==> src/design/qvdd_pkg.sv <==
// qvdd_pkg: transaction types, register indexes and constants for the
// qos_vote_deferred_decrease voter. No dependencies; imported by the top level.
package qvdd_pkg;

    // field widths
    localparam int BW_W   = 20;
    localparam int CLK_W  = 32;
    localparam int TOT_W  = 22;
    localparam int KHZ_W  = 23;
    localparam int CFG_AW = 3;
    localparam int CFG_DW = 32;

    // bandwidth slots within one pipeline row
    localparam int BW_RD_AVG = 0;
    localparam int BW_RD_PK  = 1;
    localparam int BW_WR_AVG = 2;
    localparam int BW_WR_PK  = 3;
    localparam int BW_SLOTS  = 4;

    // saturation limit for the totals
    localparam logic [TOT_W-1:0] TOT_MAX = {TOT_W{1'b1}};

    // hz to khz: floor(x / 1000) == (x * KHZ_RECIP) >> KHZ_SHIFT for all 32-bit x
    localparam int               RECIP_W   = 29;
    localparam int               KHZ_SHIFT = 38;
    localparam logic [RECIP_W-1:0] KHZ_RECIP = 29'd274877907;

    // configuration register indexes
    localparam logic [CFG_AW-1:0] REG_MIN_RD_AVG = 3'd0;
    localparam logic [CFG_AW-1:0] REG_MIN_RD_PK  = 3'd1;
    localparam logic [CFG_AW-1:0] REG_MIN_WR_AVG = 3'd2;
    localparam logic [CFG_AW-1:0] REG_MIN_WR_PK  = 3'd3;
    localparam logic [CFG_AW-1:0] REG_MIN_CLK    = 3'd4;
    localparam logic [CFG_AW-1:0] REG_BW_EN      = 3'd5;
    localparam logic [CFG_AW-1:0] REG_CLK_EN     = 3'd6;

    // request types
    localparam logic REQ_COMMIT  = 1'b0;
    localparam logic REQ_RELEASE = 1'b1;

    typedef struct packed {
        logic             req_type;
        logic [1:0]       pipe_index;
        logic [BW_W-1:0]  read_average_request;
        logic [BW_W-1:0]  read_peak_request;
        logic [BW_W-1:0]  write_average_request;
        logic [BW_W-1:0]  write_peak_request;
        logic [CLK_W-1:0] clock_request_hz;
    } vote_req_t;

    typedef struct packed {
        logic             read_vote_valid;
        logic [TOT_W-1:0] read_average_total;
        logic [TOT_W-1:0] read_peak_total;
        logic             write_vote_valid;
        logic [TOT_W-1:0] write_average_total;
        logic [TOT_W-1:0] write_peak_total;
        logic             bandwidth_commit;
        logic             clock_vote_valid;
        logic [KHZ_W-1:0] clock_vote_khz;
    } vote_rsp_t;

    // one pipeline's stored state
    typedef struct packed {
        logic [BW_SLOTS-1:0][BW_W-1:0] cur_bw;
        logic [BW_SLOTS-1:0][BW_W-1:0] pend_bw;
        logic [CLK_W-1:0]              cur_clk;
        logic [CLK_W-1:0]              pend_clk;
    } pipe_row_t;

    typedef struct packed {
        logic [CLK_W-1:0] val;
        logic [CLK_W-1:0] pend;
        logic             upd;
    } choose_t;

    // deferred-decrease selection: raises apply now, a decrease waits one commit
    function automatic choose_t choose_f(logic [CLK_W-1:0] val, logic [CLK_W-1:0] pend,
                                         logic [CLK_W-1:0] cur);
        choose_t r;
        r.val  = val;
        r.pend = '0;
        r.upd  = 1'b0;
        if (val == cur) begin
            r.upd = 1'b0;
        end
        else if (val > cur) begin
            r.upd = 1'b1;
        end
        else if (pend != '0) begin
            r.upd = 1'b1;
            if (val < pend) begin
                r.val  = pend;
                r.pend = val;
            end
        end
        else begin
            r.pend = val;
        end
        return r;
    endfunction

endpackage

==> src/design/qos_vote_deferred_decrease.sv <==
// qos_vote_deferred_decrease: per-pipeline bandwidth and core clock voter.
// Depends on qvdd_pkg for the transaction structs, register indexes and constants.
//
// Usage:
//  - request channel: cmd is taken at a rising edge with start high and busy low.
//  - result channel: one result per request, shown on result for exactly one
//    cycle with done high; the receiver cannot hold it off.
//  - configuration: cfg_write high writes cfg_data into register cfg_index at
//    the edge; write only while the block is idle.
//  - sequencing: busy is high through the calc and div states after acceptance
//    and falls as done rises, so a new request is not taken while one is in
//    flight, but can be taken in the cycle where the previous result is shown.
//  - the result passes through the per-pipeline state memory (a registered read
//    at acceptance, then a read-modify-write in the calc state) and the
//    registered reciprocal multiply that turns the chosen clock into kHz.
//  - running sums of all pipelines' current bandwidth votes live in registers,
//    so a vote's totals come from one subtract and add, not a walk over rows.
//  - reset clears the configuration, the row valid bits and the running sums;
//    a row that was never written since reset reads as all zero.
module qos_vote_deferred_decrease #(
    parameter int NUM_PIPES = 4
) (
    input  logic                                clk,
    input  logic                                rst_n,
    input  logic                                start,
    output logic                                busy,
    input  qvdd_pkg::vote_req_t                 cmd,
    output logic                                done,
    output qvdd_pkg::vote_rsp_t                 result,
    input  logic                                cfg_write,
    input  logic [qvdd_pkg::CFG_AW-1:0]         cfg_index,
    input  logic [qvdd_pkg::CFG_DW-1:0]         cfg_data
);
    import qvdd_pkg::*;

    localparam int PW = (NUM_PIPES > 1) ? $clog2(NUM_PIPES) : 1;
    localparam int SW = BW_W + ((NUM_PIPES > 1) ? $clog2(NUM_PIPES) : 0);
    localparam int TW = (SW + 1 > TOT_W + 1) ? SW + 1 : TOT_W + 1;
    localparam int PRODW = CLK_W + RECIP_W;

    typedef enum logic [2:0] {
        ST_IDLE = 3'b001,
        ST_CALC = 3'b010,
        ST_DIV  = 3'b100
    } state_t;

    state_t state_reg, state_next;

    // configuration
    logic [BW_SLOTS-1:0][BW_W-1:0] min_bw_reg;
    logic [CLK_W-1:0]              min_clk_reg;
    logic                          bw_en_reg;
    logic                          clk_en_reg;

    // request and memory
    vote_req_t              req_reg;
    logic [PW-1:0]          addr_reg;
    pipe_row_t              row_mem [NUM_PIPES];
    pipe_row_t              row_rd_reg;
    logic [NUM_PIPES-1:0]   row_valid_reg;
    logic [BW_SLOTS-1:0][SW-1:0] sum_reg;

    // result path
    vote_rsp_t              rsp_reg;
    logic                   clk_vote_reg;
    logic [CLK_W-1:0]       clk_val_reg;
    logic                   done_reg;

    logic                   accept;
    logic [PW-1:0]          cmd_addr;
    logic [3:0]             cmd_pipe_wide;

    assign accept        = start && (state_reg == ST_IDLE);
    assign busy          = (state_reg != ST_IDLE);
    assign done          = done_reg;
    assign result        = rsp_reg;
    assign cmd_pipe_wide = {2'b00, cmd.pipe_index};
    assign cmd_addr      = cmd_pipe_wide[PW-1:0];

    // configuration writes
    always_ff @(posedge clk or negedge rst_n)
    begin
        if (!rst_n)
        begin
            min_bw_reg  <= '0;
            min_clk_reg <= '0;
            bw_en_reg   <= 1'b0;
            clk_en_reg  <= 1'b0;
        end
        else if (cfg_write)
        begin
            unique case (cfg_index)
                REG_MIN_RD_AVG: min_bw_reg[BW_RD_AVG] <= cfg_data[BW_W-1:0];
                REG_MIN_RD_PK:  min_bw_reg[BW_RD_PK]  <= cfg_data[BW_W-1:0];
                REG_MIN_WR_AVG: min_bw_reg[BW_WR_AVG] <= cfg_data[BW_W-1:0];
                REG_MIN_WR_PK:  min_bw_reg[BW_WR_PK]  <= cfg_data[BW_W-1:0];
                REG_MIN_CLK:    min_clk_reg           <= cfg_data[CLK_W-1:0];
                REG_BW_EN:      bw_en_reg             <= cfg_data[0];
                REG_CLK_EN:     clk_en_reg            <= cfg_data[0];
                default:        ;
            endcase
        end
    end

    // sequencer
    always_comb
    begin
        state_next = state_reg;
        unique case (state_reg)
            ST_IDLE: if (start) state_next = ST_CALC;
            ST_CALC: state_next = ST_DIV;
            ST_DIV:  state_next = ST_IDLE;
            default: state_next = ST_IDLE;
        endcase
    end

    always_ff @(posedge clk or negedge rst_n)
    begin
        if (!rst_n)
        begin
            state_reg <= ST_IDLE;
        end
        else
        begin
            state_reg <= state_next;
        end
    end

    // capture the request transaction
    always_ff @(posedge clk)
    begin
        if (accept)
        begin
            req_reg  <= cmd;
            addr_reg <= cmd_addr;
        end
    end

    // read-modify-write datapath
    logic                          in_range;
    logic                          release_req;
    logic                          row_ok;
    pipe_row_t                     row_eff;
    pipe_row_t                     row_base;
    pipe_row_t                     row_new;
    logic [BW_SLOTS-1:0][BW_W-1:0] bw_req;
    choose_t [BW_SLOTS-1:0]        bw_ch;
    logic [BW_SLOTS-1:0][BW_W-1:0] bw_val;
    logic [1:0]                    pair_upd;
    logic [1:0]                    pair_raise;
    logic [BW_SLOTS-1:0][SW-1:0]   others;
    logic [BW_SLOTS-1:0][TW-1:0]   tot_wide;
    logic [BW_SLOTS-1:0][TOT_W-1:0] tot_sat;
    logic [BW_SLOTS-1:0][SW-1:0]   sum_next;
    logic [CLK_W-1:0]              clk_req;
    choose_t                       clk_ch;
    logic [CLK_W-1:0]              clk_val;
    logic                          clk_upd;
    vote_rsp_t                     rsp_next;

    always_comb
    begin
        in_range    = (5'(req_reg.pipe_index) < 5'(NUM_PIPES));
        release_req = (req_reg.req_type == REQ_RELEASE);
        row_ok      = in_range && row_valid_reg[addr_reg];
        row_eff     = row_ok ? row_rd_reg : '0;
        row_base    = release_req ? '0 : row_eff;

        bw_req[BW_RD_AVG] = req_reg.read_average_request;
        bw_req[BW_RD_PK]  = req_reg.read_peak_request;
        bw_req[BW_WR_AVG] = req_reg.write_average_request;
        bw_req[BW_WR_PK]  = req_reg.write_peak_request;
        if (release_req)
        begin
            bw_req = '0;
        end

        // deferred-decrease choice for each bandwidth slot
        for (int j = 0; j < BW_SLOTS; j++)
        begin
            bw_ch[j]  = choose_f(CLK_W'(bw_req[j]), CLK_W'(row_base.pend_bw[j]),
                                 CLK_W'(row_base.cur_bw[j]));
            bw_val[j] = bw_ch[j].val[BW_W-1:0];
        end

        // floors for a non-zero average/peak pair
        for (int d = 0; d < 2; d++)
        begin
            pair_raise[d] = 1'b0;
            if ((bw_val[2*d] != '0) || (bw_val[2*d+1] != '0))
            begin
                if (bw_val[2*d] < min_bw_reg[2*d])
                begin
                    bw_val[2*d]   = min_bw_reg[2*d];
                    pair_raise[d] = 1'b1;
                end
                if (bw_val[2*d+1] < min_bw_reg[2*d+1])
                begin
                    bw_val[2*d+1] = min_bw_reg[2*d+1];
                    pair_raise[d] = 1'b1;
                end
            end
            pair_upd[d] = bw_en_reg && (release_req || bw_ch[2*d].upd ||
                                        bw_ch[2*d+1].upd || pair_raise[d]);
        end

        // totals against the other pipelines and new stored values
        for (int j = 0; j < BW_SLOTS; j++)
        begin
            others[j]   = sum_reg[j] - SW'(row_eff.cur_bw[j]);
            tot_wide[j] = TW'(bw_val[j]) + TW'(others[j]);
            tot_sat[j]  = (tot_wide[j] > TW'(TOT_MAX)) ? TOT_MAX : tot_wide[j][TOT_W-1:0];
            row_new.cur_bw[j]  = pair_upd[j/2] ? bw_val[j] : row_base.cur_bw[j];
            row_new.pend_bw[j] = bw_en_reg ? bw_ch[j].pend[BW_W-1:0] : row_base.pend_bw[j];
            sum_next[j] = sum_reg[j] - SW'(row_eff.cur_bw[j]) + SW'(row_new.cur_bw[j]);
        end

        // clock vote
        clk_req = release_req ? '0 : req_reg.clock_request_hz;
        clk_ch  = choose_f(clk_req, row_base.pend_clk, row_base.cur_clk);
        clk_val = clk_ch.val;
        clk_upd = release_req || clk_ch.upd;
        if ((clk_val != '0) && (clk_val < min_clk_reg))
        begin
            clk_val = min_clk_reg;
            clk_upd = 1'b1;
        end
        clk_upd          = clk_upd && clk_en_reg;
        row_new.cur_clk  = clk_upd ? clk_val : row_base.cur_clk;
        row_new.pend_clk = clk_en_reg ? clk_ch.pend : row_base.pend_clk;

        // result fields, zero where no vote is issued
        rsp_next                     = '0;
        rsp_next.read_vote_valid     = pair_upd[0];
        rsp_next.read_average_total  = pair_upd[0] ? tot_sat[BW_RD_AVG] : '0;
        rsp_next.read_peak_total     = pair_upd[0] ? tot_sat[BW_RD_PK] : '0;
        rsp_next.write_vote_valid    = pair_upd[1];
        rsp_next.write_average_total = pair_upd[1] ? tot_sat[BW_WR_AVG] : '0;
        rsp_next.write_peak_total    = pair_upd[1] ? tot_sat[BW_WR_PK] : '0;
        rsp_next.bandwidth_commit    = pair_upd[0] || pair_upd[1];
        rsp_next.clock_vote_valid    = clk_upd;
        if (!in_range)
        begin
            rsp_next = '0;
        end
    end

    // state memory: registered read at accept, write back in the calc cycle
    always_ff @(posedge clk)
    begin
        if (accept)
        begin
            row_rd_reg <= row_mem[cmd_addr];
        end
        if ((state_reg == ST_CALC) && in_range)
        begin
            row_mem[addr_reg] <= row_new;
        end
    end

    // row valid bits and running sums of current votes
    always_ff @(posedge clk or negedge rst_n)
    begin
        if (!rst_n)
        begin
            row_valid_reg <= '0;
            sum_reg       <= '0;
        end
        else if ((state_reg == ST_CALC) && in_range)
        begin
            row_valid_reg[addr_reg] <= 1'b1;
            sum_reg                 <= sum_next;
        end
    end

    // result registers; khz from the reciprocal multiply in the last cycle
    logic [PRODW-1:0] khz_prod;

    assign khz_prod = PRODW'(clk_val_reg) * PRODW'(KHZ_RECIP);

    always_ff @(posedge clk)
    begin
        if (state_reg == ST_CALC)
        begin
            rsp_reg      <= rsp_next;
            clk_vote_reg <= rsp_next.clock_vote_valid;
            clk_val_reg  <= clk_val;
        end
        else if (state_reg == ST_DIV)
        begin
            rsp_reg.clock_vote_khz <= clk_vote_reg ?
                khz_prod[KHZ_SHIFT +: KHZ_W] : '0;
        end
    end

    // one-cycle result strobe
    always_ff @(posedge clk or negedge rst_n)
    begin
        if (!rst_n)
        begin
            done_reg <= 1'b0;
        end
        else
        begin
            done_reg <= (state_reg == ST_DIV);
        end
    end

endmodule

==> config.mk <==
export PLATFORM = sky130hd
export DESIGN_NAME = qos_vote_deferred_decrease
export DESIGN_NICKNAME = d
export VERILOG_FILES = /design/src/design/qvdd_pkg.sv /design/src/design/qos_vote_deferred_decrease.sv
export SDC_FILE = /design/constraint.sdc
export NUM_CORES = 2
export LEC_CHECK = 0
export BUFFER_PORTS_ARGS = -buffer_cell sky130_fd_sc_hd__buf_2
export CELL_PAD_IN_SITES_DETAIL_PLACEMENT = 1
export CELL_PAD_IN_SITES_GLOBAL_PLACEMENT = 2
export CORE_ASPECT_RATIO = 1.2
export CORE_UTILIZATION = 40
export CTS_BUF_LIST = sky130_fd_sc_hd__clkbuf_2 sky130_fd_sc_hd__clkbuf_4 sky130_fd_sc_hd__clkbuf_8
export CTS_CLUSTER_SIZE = 10
export DETAILED_ROUTE_END_ITERATION = 12
export PLACE_DENSITY = 0.77
export SYNTH_ARGS = -nofsm -noshare
export SYNTH_HDL_FRONTEND = slang
export SYNTH_SLANG_ARGS = --single-unit
==> constraint.sdc <==
create_clock -name clk -period 26.5 [get_ports clk]
set_clock_uncertainty 0.15 [all_clocks]
set_input_delay 1.325 -clock clk [delete_from_list [all_inputs] [get_ports clk]]
set_output_delay 1.325 -clock clk [all_outputs]
set_load 0.02 [all_outputs]
* Word level (Yosys, flattened, before mapping)
Memories as Yosys holds them, arrays and structs flattened. A register that Yosys moved wholly into a read port is not among the register bits.
Cells that the tools add are included.
** Cells by class
- Add/subtract/negate cells :: 12
- Multipliers :: 1
- Magnitude comparators :: 21
- Equal/unequal tests :: 16
- Muxes and demuxes :: 81
- Bitwise gates (word level) :: 1
- Reduce and logical (&&, ||, !) cells :: 34
** Operators by type and width (number)
- $mux 52 :: 12
- $mux 224 :: 2
- $mux 20 :: 16
- $mux 32 :: 10
- $mux 64 :: 3
- $lt 20x20->1 :: 8
- $reduce_bool 20->1 :: 8
- $add 20x22->23 :: 4
- $gt 23x22->1 const B :: 4
- $add 22x20->22 :: 4
- $mux 22 :: 4
- $sub 22x20->22 :: 4
- $eq 20x20->1 :: 4
- $gt 20x20->1 :: 4
- $mux 40 :: 2
- $mux 80 :: 1
- $lt 32x32->1 :: 2
- $reduce_bool 32->1 :: 2
- $mul 32x29->61 const B :: 1
- $eq 32x32->1 :: 1
- $gt 32x32->1 :: 1
- $mux 1 :: 26
- $mux 23 :: 1
- $reduce_and 2->1 :: 7
- other kinds (15) :: 35
** Word-level totals
- Bits in registers :: 472
- Memory bits (writable) :: 896
- Bits of input ports :: 154
- Output and inout port bits :: 117
- Word-level logic and storage cells :: 198
- Memories :: 1
** Memory list
- row_mem :: words 4, width 224, read ports 1, clocked after memory_dff 1, write ports 1, line qos_vote_deferred_decrease.sv:58 : pipe_row_t row_mem [NUM_PIPES];

* Depth between registers and ports, before layout
- Depth in word-level cells :: 17
- Depth in mapped cells :: 55
- Depth with buffers taken out :: 44

* Worst setup path before layout
No wires, ideal clock.
- Path kind :: register to register
- Start point :: reg state_reg[2]
- End point :: reg row_valid_reg[2]
- Setup time :: 0.169 ns
- Arrival time :: 18.731 ns
- Data required time :: 26.181 ns
- Setup slack :: 7.450 ns
- Stages on the path, launching flop included :: 5
- Path buffers :: 1
- Clock period less this slack :: 19.050 ns
- Cell sequence :: dfrtp_1 -> or3b_2 -> clkbuf_1 -> nor3b_1 -> or2_2
** On the way
- Word-level cells in the longest chain between the ends :: 1
** RTL lines
- from (decl) :: line qos_vote_deferred_decrease.sv:47 : state_t state_reg, state_next;
- from (signal assigned) :: line qos_vote_deferred_decrease.sv:125 : state_reg <= state_next;
- $eq 3x2->1 :: line qos_vote_deferred_decrease.sv:269 : else if ((state_reg == ST_CALC) && in_range)
- to (signal assigned) :: line qos_vote_deferred_decrease.sv:266 : row_valid_reg <= '0;
- to (signal, indexed assignment) :: line qos_vote_deferred_decrease.sv:271 : row_valid_reg[addr_reg] <= 1'b1;
- to (decl) :: line qos_vote_deferred_decrease.sv:60 : logic [NUM_PIPES-1:0] row_valid_reg;
No other way between the ends.
A chain may end at the register's enable or synchronous reset.

==> report_table.html <==
<table>
<tr><th>Metric</th><th>Value</th></tr>
<tr><th colspan="2">Critical path</th></tr>
<tr><td>Critical path launch point type</td><td>register</td></tr>
<tr><td>CP arrival</td><td>14.45 ns</td></tr>
<tr><td>Number of buffers and inverters on the critical path</td><td>5</td></tr>
<tr><td>Worst reg2reg setup slack</td><td>12.68 ns</td></tr>
<tr><td>Gate family responsible for the most delay along the worst path</td><td>compound AO/OA/AOI/OAI gates</td></tr>
<tr><td>Slowest-stage cell, CP</td><td>sky130_fd_sc_hd__mux4_4</td></tr>
<tr><td>Crit path required time</td><td>27.14 ns</td></tr>
<tr><td>Category of the critical setup timing path</td><td>register to register</td></tr>
<tr><td>Critical path endpoint category</td><td>register</td></tr>
<tr><td>Critical Path Most Common Cell</td><td>sky130_fd_sc_hd__a21o_1</td></tr>
<tr><td>Biggest fanout along the worst timing path</td><td>60</td></tr>
<tr><td>Slowest cell delay on critical path</td><td>0.77 ns</td></tr>
<tr><th colspan="2">Timing</th></tr>
<tr><td>Hold Vio Cnt, Final</td><td>0</td></tr>
<tr><td>Minimum clock period after layout</td><td>13.82 ns</td></tr>
<tr><td>Setup Total Neg Slack</td><td>0 ns</td></tr>
<tr><td>Final worst setup slack</td><td>12.68 ns</td></tr>
<tr><td>Share of the clock period used by the worst path</td><td>0.521</td></tr>
<tr><td>Headroom to the max-slew limit</td><td>0.115</td></tr>
<tr><td>Actual transition at the worst max-transition pin</td><td>1.32 ns</td></tr>
<tr><td>RSZ-0062 raised after global routing</td><td>false</td></tr>
<tr><td>Number of endpoints failing setup at the final stage</td><td>0</td></tr>
<tr><td>Top achievable clock speed</td><td>0.0724 GHz</td></tr>
<tr><td>Max-slew violation count</td><td>0</td></tr>
<tr><th colspan="2">Global route</th></tr>
<tr><td>Wire length of the first global-routing pass</td><td>439 mm</td></tr>
<tr><td>Via count of the first global-routing pass</td><td>68500</td></tr>
<tr><td>Global Route Usage Sum</td><td>0.247</td></tr>
<tr><td>Initial antenna violation count</td><td>19</td></tr>
<tr><td>Pin count of the biggest net entering global routing</td><td>126</td></tr>
<tr><td>Leftover overflow at the end of global routing</td><td>0</td></tr>
<tr><th colspan="2">Die</th></tr>
<tr><td>Effective utilization at floorplan</td><td>0.402</td></tr>
<tr><td>I/O pin count</td><td>271</td></tr>
<tr><td>Row count</td><td>195</td></tr>
<tr><td>Core area</td><td>0.235 mm2</td></tr>
<tr><td>Die Wd</td><td>446 um</td></tr>
<tr><td>Die footprint</td><td>0.238 mm2</td></tr>
<tr><td>Die Y-Extent</td><td>535 um</td></tr>
<tr><th colspan="2">Route</th></tr>
<tr><td>Total DRC errors in the routed layout</td><td>0</td></tr>
<tr><td>Via-to-Cell Ratio</td><td>5.55</td></tr>
<tr><td>Sum of met3 wire segment lengths after detailed routing</td><td>15.0 mm</td></tr>
<tr><td>Detailed Routing Iterations Pass 1</td><td>7</td></tr>
<tr><td>Routed metal-1 wire length</td><td>131 mm</td></tr>
<tr><td>Count of antenna-violating nets left after detailed routing</td><td>0</td></tr>
<tr><td>Wire length on met2</td><td>140 mm</td></tr>
<tr><td>Drt wl/cell</td><td>25.7 um</td></tr>
<tr><td>Detailed-route via count</td><td>64000</td></tr>
<tr><td>Top routing layer used</td><td>met4</td></tr>
<tr><td>Final wirelength</td><td>296 mm</td></tr>
<tr><td>Initial detailed-routing violation count</td><td>4446</td></tr>
<tr><th colspan="2">Clock network</th></tr>
<tr><td>Maximum clock path buffer count</td><td>4</td></tr>
<tr><td>Htree depth</td><td>5</td></tr>
<tr><td>Number of CTS-inserted buffers</td><td>286</td></tr>
<tr><td>Source-to-sink clock delay at the later pin of the worst-skew pair</td><td>0.97 ns</td></tr>
<tr><td>Setup Fix Bufs, Post-CTS</td><td>0</td></tr>
<tr><td>Reg clk slew, reported paths</td><td>0.06 ns</td></tr>
<tr><td>CTS tree</td><td>yes</td></tr>
<tr><td>Cell at the root of the clock tree</td><td>sky130_fd_sc_hd__clkbuf_8</td></tr>
<tr><td>Number of clock sinks seen by CTS</td><td>1592</td></tr>
<tr><td>Count of hold-fix buffers inserted at cts</td><td>0</td></tr>
<tr><td>Cells resized by post-CTS repair</td><td>0</td></tr>
<tr><th colspan="2">Yosys</th></tr>
<tr><td>Cell area after synthesis</td><td>0.0945 mm2</td></tr>
<tr><td>Dominant cells by area after synthesis</td><td>sky130_fd_sc_hd__edfxtp_1, sky130_fd_sc_hd__ha_1, sky130_fd_sc_hd__fa_1</td></tr>
<tr><td>Part of the Yosys area used for sequential elements</td><td>0.492</td></tr>
<tr><td>Total number of yosys warnings</td><td>0</td></tr>
<tr><td>Post-Synthesis Cells</td><td>7752</td></tr>
<tr><td>Avg Synthesized Cell Area</td><td>12.2 um2</td></tr>
<tr><td>Distinct cell type count after synthesis</td><td>87</td></tr>
<tr><td>Number of synthesized register bits</td><td>1592</td></tr>
<tr><td>Number of enable-type register cells in the synthesized netlist</td><td>1359</td></tr>
<tr><td>Share of the synthesized area in the top cell type</td><td>0.432</td></tr>
<tr><td>Async set-reset flop share out of synthesis</td><td>0.132</td></tr>
<tr><td>Area leader, netlist</td><td>sky130_fd_sc_hd__edfxtp_1</td></tr>
<tr><td>Dominant synthesized flop cell</td><td>sky130_fd_sc_hd__edfxtp_1</td></tr>
<tr><td>Number of nets in the synthesized netlist</td><td>9170</td></tr>
<tr><th colspan="2">Layout</th></tr>
<tr><td>Area growth from synthesis to layout</td><td>11.7%</td></tr>
<tr><td>Commonest cells after routing, fill and taps aside</td><td>sky130_fd_sc_hd__edfxtp_1, sky130_fd_sc_hd__ha_1, sky130_fd_sc_hd__inv_1</td></tr>
<tr><td>Flip-flop count of the largest register, all copies and words added</td><td>896</td></tr>
<tr><td>Net total in the final layout</td><td>9557</td></tr>
<tr><td>Most common library cell in the layout ignoring fill and taps</td><td>sky130_fd_sc_hd__edfxtp_1</td></tr>
<tr><td>Share of cells above drive strength 1</td><td>0.140</td></tr>
<tr><th colspan="2">Place</th></tr>
<tr><td>Final GP Congestion</td><td>0.936</td></tr>
<tr><td>Worst Setup Slack post-DPL</td><td>12.93 ns</td></tr>
<tr><td>Count of buffers inserted at the top-level ports</td><td>270</td></tr>
<tr><td>HPWL after detailed placement</td><td>219 mm</td></tr>
<tr><th colspan="2">Worst hold path</th></tr>
<tr><td>Class of the tightest hold or removal check</td><td>primary input to asynchronous set/reset pin</td></tr>
<tr><th colspan="2">Run</th></tr>
<tr><td>Maxcap violations</td><td>0</td></tr>
<tr><th colspan="2">Outcome</th></tr>
<tr><td>Status</td><td>finished, final reports clean</td></tr>
</table>
-- metrics by stage --
stage          instance area (um2)   util  cells  hold slack, ns
4_1_cts                     106000  0.449  11500           0.145
5_1_grt                     106000  0.449  11500           0.145
3_3_place_gp                 99800  0.425  11000           0.294
2_1_floorplan                94500      -   7752           0.284
6_report                    106000  0.449  11500           0.144
3_5_place_dp                 99800  0.425  11000           0.319
-- layout make-up --
class | instances | area (um2)
Fill cell | 24700 | 129000
Sequential cell | 1592 | 46500
Multi-Input combinational cell | 5011 | 43800
Clock buffer | 376 | 4690
Tap cell | 3152 | 3940
Inverter | 886 | 3340
Timing Repair Buffer | 362 | 2130
Clock inverter | 130 | 1090
Antenna cell | 11 | 27.5
-- worst reg2reg max path: cells and delay by family, from the launching register on --
| family | cells | cell delay [ns] |
|---|---|---|
| adder cells (fa/ha/maj) | 3 | 0.93 |
| flip-flops | 1 | 0.49 |
| AO/OA/AOI/OAI | 28 | 7.00 |
| buffers and inverters | 5 | 2.14 |
| multiplexers | 2 | 0.95 |
| AND/OR/NAND/NOR | 8 | 1.91 |
| XOR/XNOR | 1 | 0.13 |
-- cells in the mapped netlist (all sizes together) (28+ instances only) --
master,count
a221o,35
a211oi,67
nor4,64
edfxtp,1359
o211ai,31
nand4,78
nand2b,73
nor2,241
nor3,71
xnor2,141
o21ai,441
mux4,225
a21o,141
fa,310
dfrtp,209
a21oi,379
buf,73
nand2,789
inv,883
o21a,38
o22ai,109
mux2,69
nor2b,64
xor2,82
or3,28
o21bai,52
nand3,139
mux2i,67
ha,954
clkbuf,190
-- path summary, 6_finish.rpt --
kind	startpoint	end	depth (start not counted)
setup / recovery	addr_reg[0]	sum_reg[87]	47
hold / removal	rst_n	sum_reg[75]	1
setup reg to reg	addr_reg[0]	sum_reg[87]	47
hold reg to reg	result[16]	result[16]	1
max in group asynchronous	rst_n	min_bw_reg[45]	3
min in group clk	result[16]	result[16]	1
-- per-layer routing --
metal / GRT usage / vias up
li1: - / 29100
met1: 0.334 / 32800
met2: 0.404 / 1630
met3: 0.0343 / 415
met4: 0.0889 / 0
met5: 0 / -
-- logic make-up (layout without fill, tap and decap cells) --
logic type	Yosys count	after routing	share of synthesized area
AND/OR/NAND/NOR	1670	1670	0.0820
flip-flops	1592	1592	0.492
AO/OA/AOI/OAI	1493	1493	0.0985
adder cells (fa/ha/maj)	1264	1264	0.192
buffers and inverters	1149	1754	0.0458
multiplexers	361	361	0.0689
XOR/XNOR	223	223	0.0207
other	0	11	0
Power is not shown: default switching activity piles up to over one toggle a cycle in this logic, so the estimate is an artifact.
